## src/rtl/ppr_pkg.sv

```systemverilog
// Shared types, sizes and codes for the path point ring buffer.
// Depends on nothing; every other rtl file but ppr_ram imports it.
package ppr_pkg;

	// Store depth and derived widths
	localparam int DEPTH  = 256;
	localparam int WORD_W = 32;
	localparam int ITEM_W = 8;
	localparam int FILL_W = 8;
	localparam int IDX_W  = $clog2(DEPTH);
	localparam int ARG_W  = (IDX_W > ITEM_W) ? IDX_W : ITEM_W;
	localparam int SUM_W  = ARG_W + 1;
	localparam int PT_W   = 6 * WORD_W;

	// Action codes
	localparam logic [2:0] ACT_APPEND = 3'd0;
	localparam logic [2:0] ACT_READ   = 3'd1;
	localparam logic [2:0] ACT_UPDATE = 3'd2;
	localparam logic [2:0] ACT_DROP   = 3'd3;
	localparam logic [2:0] ACT_CLEAR  = 3'd4;

	// Result status codes
	localparam logic [1:0] ST_OK    = 2'd0;
	localparam logic [1:0] ST_FULL  = 2'd1;
	localparam logic [1:0] ST_RANGE = 2'd2;

	typedef enum logic {
		S_IDLE,
		S_RESULT
	} ppr_state_t;

	// Controller to datapath
	typedef struct packed {
		logic       load;
		logic       append;
		logic       read;
		logic       update;
		logic       drop;
		logic       clear;
		logic [1:0] code;
	} ppr_cmd_t;

	// Datapath to controller
	typedef struct packed {
		logic room;
		logic offset_ok;
	} ppr_stat_t;

	// Ring index wrap: input is known to be below twice the depth
	function automatic logic [IDX_W-1:0] wrap_idx(input logic [SUM_W-1:0] s);
		logic [SUM_W-1:0] r;
		r = s;
		if (s >= SUM_W'(DEPTH)) begin
			r = s - SUM_W'(DEPTH);
		end
		return r[IDX_W-1:0];
	endfunction

endpackage

```

## src/rtl/ppr_ctrl.sv

```systemverilog
// Controller: decodes the action, picks the status code, sequences the strobe.
// Depends on ppr_pkg.
module ppr_ctrl (
	input  logic               clk,
	input  logic               arst_n,
	input  logic               start,
	input  logic [2:0]         action,
	input  ppr_pkg::ppr_stat_t stat,
	output ppr_pkg::ppr_cmd_t  cmd,
	output logic               busy,
	output logic               done
);
	import ppr_pkg::*;

	ppr_state_t state_q, state_d;
	logic       accept;

	assign busy   = 1'b0;
	assign accept = start && !busy;

	// State register
	always_ff @(posedge clk or negedge arst_n) begin
		if (!arst_n) begin
			state_q <= S_IDLE;
		end else begin
			state_q <= state_d;
		end
	end

	// Next state and commands
	always_comb begin
		cmd      = '0;
		cmd.load = accept;
		cmd.code = ST_OK;
		state_d  = accept ? S_RESULT : S_IDLE;
		done     = (state_q == S_RESULT);
		unique case (action)
			ACT_APPEND: begin
				cmd.append = accept && stat.room;
				cmd.code   = stat.room ? ST_OK : ST_FULL;
			end
			ACT_READ: begin
				cmd.read = accept && stat.offset_ok;
				cmd.code = stat.offset_ok ? ST_OK : ST_RANGE;
			end
			ACT_UPDATE: begin
				cmd.update = accept && stat.offset_ok;
				cmd.code   = stat.offset_ok ? ST_OK : ST_RANGE;
			end
			ACT_DROP: begin
				cmd.drop = accept;
			end
			ACT_CLEAR: begin
				cmd.clear = accept;
			end
			default: begin
				cmd.code = ST_OK;
			end
		endcase
	end

endmodule

```

## config.mk

```make
export PLATFORM = sky130hd
export DESIGN_NAME = ppr_ctrl
export DESIGN_NICKNAME = d
export VERILOG_FILES = /design/src/rtl/ppr_pkg.sv /design/src/rtl/ppr_ctrl.sv
export SDC_FILE = /design/constraint.sdc
export NUM_CORES = 1
export LEC_CHECK = 0
export ABC_AREA = 1
export BUFFER_PORTS_ARGS = -buffer_cell sky130_fd_sc_hd__buf_4
export CORE_AREA = 5 5 42 44
export CTS_CLUSTER_DIAMETER = 120
export DETAILED_ROUTE_END_ITERATION = 12
export DIE_AREA = 0 0 47 49
export PLACE_DENSITY = 0.3
export SLEW_MARGIN = 10
export SYNTH_ARGS = -nofsm -noshare
export SYNTH_HDL_FRONTEND = slang
export SYNTH_SLANG_ARGS = --single-unit
export TNS_END_PERCENT = 20
```

## constraint.sdc

```tcl
create_clock -name clk -period 0.8 [get_ports clk]
set_clock_uncertainty 0.2 [all_clocks]
set_input_delay 0.12 -clock clk [delete_from_list [all_inputs] [get_ports clk]]
set_output_delay 0.12 -clock clk [all_outputs]
set_load 0.01 [all_outputs]
```

# ---- After elaboration in Yosys (flattened, before gate mapping)
# Index checks and enable logic that the tools add are counted.
dict set report op_classes {
  n_mux 9
  n_reduce_logical 4
  n_eq_ne 4
}
# op count
set ops {}
lappend ops {{2-to-1 mux 1 bit} 7}
lappend ops {{== test 3 x 2 -> 1 bit (second input constant)} 2}
lappend ops {{one-hot mux 2 bit (2 select lines)} 1}
lappend ops {{== test 3 x 1 -> 1 bit (second input constant)} 1}
lappend ops {{== test 3 bit (second input constant)} 1}
lappend ops {{logical NOT 3 bit} 1}
lappend ops {{logical AND 1 bit} 2}
lappend ops {{2-to-1 mux 2 bit} 1}
lappend ops {{OR reduction 2 bit} 1}
dict set report totals {
  out_inout_bits 10
  in_bits 8
  wordCells 18
  reg_bits 1
}

# ---- Logic depth before layout (Yosys ltp)
dict set report logic_depth {
  depth_word 3
  ltp_mapped 3
  depth_no_buf 3
}

# ---- Worst setup path before layout
# OpenSTA, ideal clock, no wires.
dict set report synth_path {
  kind {input to output}
  start {input action[2]}
  end {output cmd[5] in the netlist's numbering}
  t_required_ns 0.480
  cell_stages 3
  arrival_ns 0.522
  setup_slack_ns -0.042
  n_path_buf 0
  cell_sequence {inv_2 -> nand3_1 -> nor3_1}
}
# element line_no
set synth_rtl {}
lappend synth_rtl {{from (decl)} ppr_ctrl.sv:7} ;# input logic [2:0] action,
lappend synth_rtl {{to (decl)} ppr_ctrl.sv:9} ;# output ppr_pkg::ppr_cmd_t cmd,

==> flow_metrics.env <==
export IMPL_outcome="complete, but fails checks"
export IMPL_violations="setup timing"
export IMPL_fmax_mhz=1030
export IMPL_diodes=0
export IMPL_dp_slack_ps=-213
export IMPL_power_leakage_uw=0.000155
export IMPL_critical_path_class="primary input to output pin"
export IMPL_yosysUniqueCellTypes=10
export IMPL_coreArea_mm2=0.00140
export IMPL_dieArea_mm2=0.00230
export IMPL_start_util=0.0866
export IMPL_postSynth_asyncResetShare=1.00
export IMPL_hold_viol=0
export IMPL_overflow=0
export IMPL_die_y_um=49
export IMPL_synth_net_count=30
export IMPL_grt_pass1_wl_um=745
export IMPL_cp_depth=5
export IMPL_viasPerCell=3.58
export IMPL_p_clk_frac=0
export IMPL_yosys_area_top_type_share=0.206
export IMPL_grt_pass1_vias=166
export IMPL_netlist_area_um2=121
export IMPL_ys_seq_elements=1
export IMPL_fin_tns_setup_ps=-892
export IMPL_cp_slowest_cell="nor3_2"
export IMPL_syn_to_final_growth_pct=172
export IMPL_drive_above_1_share=0.730
export IMPL_largest_reg_flops=1
export IMPL_postLayoutCoreUtil=0.236
export IMPL_detail_route_antenna_nets=0
export IMPL_hp_class="primary input to register"
export IMPL_grt_max_degree=6
export IMPL_fin_nets=47
export IMPL_drc_errors=0
export IMPL_netlist_instances=22
export IMPL_setup_worst_path_start="action[2]"
export IMPL_cp_arrival_ps=650
export IMPL_portBuffers=16
export IMPL_cp_endpoint="cmd[4]"
export IMPL_synth_avg_cell_area_um2=5.52
export IMPL_peakVddDrop_v=0.000220
export IMPL_maxCapViolCount=0
export IMPL_synth_seq_area_share=0.206
export IMPL_multi_input_area_um2=101
export IMPL_rsz0062_at_grt="true"
export IMPL_yosys_top_cells_count="inv_1, nand3_1, nor2_1, nor3_1"
export IMPL_period_needed_ps=967
export IMPL_comb_power_share=0.701
export IMPL_p_switching_uw=62.7
export IMPL_dr_pass1_iters=3
export IMPL_first_iter_violations=2
export IMPL_switching_share=0.340
export IMPL_final_seq_area_um2=25.0
export IMPL_cp_data_required_time_ps=480
export IMPL_ys_flop_type="dfrtp_1"
export IMPL_power_frac_seq=0.299
export IMPL_slew_violations=0
export IMPL_wl_per_cell_um=9.30
export IMPL_grt_antenna_before_repair=0
export IMPL_vias=190
export IMPL_die_x_um=47
export IMPL_gp_congestion=0.620
export IMPL_synthTopCellsByArea="dfrtp_1, nand3_1, nor3_1"
export IMPL_worst_path_buf_inv=3
export IMPL_power_density_mw_per_mm2=559
export IMPL_slowest_delay_ps=150
export IMPL_crit_chain="buf_8, inv_8, nand3_4, nor3_2, buf_4"
export IMPL_grtUsageTotal=0.0407
export IMPL_setup_viol=7
export IMPL_wl_um=493
export IMPL_end_kind="output pin"
export IMPL_fin_ws_ps=-167
export IMPL_critical_path_top_delay_family="buffers and inverters"
export IMPL_ios=18
export IMPL_rows=14
export IMPL_yosys_warnings=0
export IMPL_num_fill_cells=160
export IMPL_synth_edf_count=0
export IMPL_cp_max_fo=4
export IMPL_dp_hpwl_um=422
export IMPL_cp_start_kind="primary input"
export IMPL_p_int_uw=122
export IMPL_clk_pin_slew_ps=0
export IMPL_final_period_utilization=1.21
export IMPL_yosys_area_top_type="dfrtp_1"
## through the flow
stage / cells / cell area, um2 / hold slack, ps / power, uW
floorplan: 22 / 126 / -376 / 94.0
global placement: 52 / 251 / -305 / 146
detailed placement: 52 / 251 / -304 / 147
CTS: 53 / 310 / 84.6 / 176
global route: 53 / 330 / 88.6 / 195
finish: 53 / 330 / 80.4 / 185
## metal layers
layer  vias to the layer above  global-route usage  share of wire
met5                         -                   0              0
met4                         0                   0              0
met3                         0              0.0111           0.24
met2                        17              0.0611           0.39
met1                        76              0.0610           0.37
li1                         97                   -              -
## logic make-up after synthesis
family / count (synthesis) / share of synthesized area
other: 1 / 0.0309
flip-flops: 1 / 0.206
buffers and inverters: 7 / 0.278
AND/OR/NAND/NOR: 12 / 0.443
AO/OA/AOI/OAI: 1 / 0.0412
## layout by cell type, fill, tap and decap left out, drive strengths merged
| cell | count |
|---|---|
| a21oi | 1 |
| buf | 16 |
| conb | 1 |
| dfrtp | 1 |
| dlygate4sd3 | 1 |
| inv | 5 |
| nand2 | 2 |
| nand3 | 4 |
| nor2 | 3 |
| nor3 | 3 |
## power by group through the flow
stage	logic, uW	clock network (uW)	registers (uW)
after floorplan	37.8	0	56.2
after detailed placement	92.1	0	54.8
after global placement	91.2	0	54.8
after global routing	140	0	55.3
after CTS	121	0	54.8
final	129	0	55.2
## how the worst min path moves through the flow
stage                 from             end  slack [ps]  depth (start not counted)
CTS                  start  done$_DFF_PN0_          80                          1
global placement    arst_n  done$_DFF_PN0_        -310                          1
finish               start  done$_DFF_PN0_          80                          1
floorplan           arst_n  done$_DFF_PN0_        -380                          0
detailed placement  arst_n  done$_DFF_PN0_        -300                          1
global route         start  done$_DFF_PN0_          90                          1
## what timing repair did
action / 4_1_cts / 5_1_grt
hold endpoints to repair: 1 / 0
hold buffers: 1 / 0
pin swaps: 3 / 3
buffers inserted: 0 / 0
gates resized for setup: 15 / 6
endpoints found under the setup margin: 7 / 8
## cell type report
| class | instances | share of cell area |
|---|---|---|
| well taps | 16 | 0.0606 |
| flip-flops and latches | 1 | 0.0758 |
| inverters | 5 | 0.0947 |
| multi-input cells | 14 | 0.307 |
| repair buffers | 17 | 0.462 |
(Power assumes the default switching activity.)
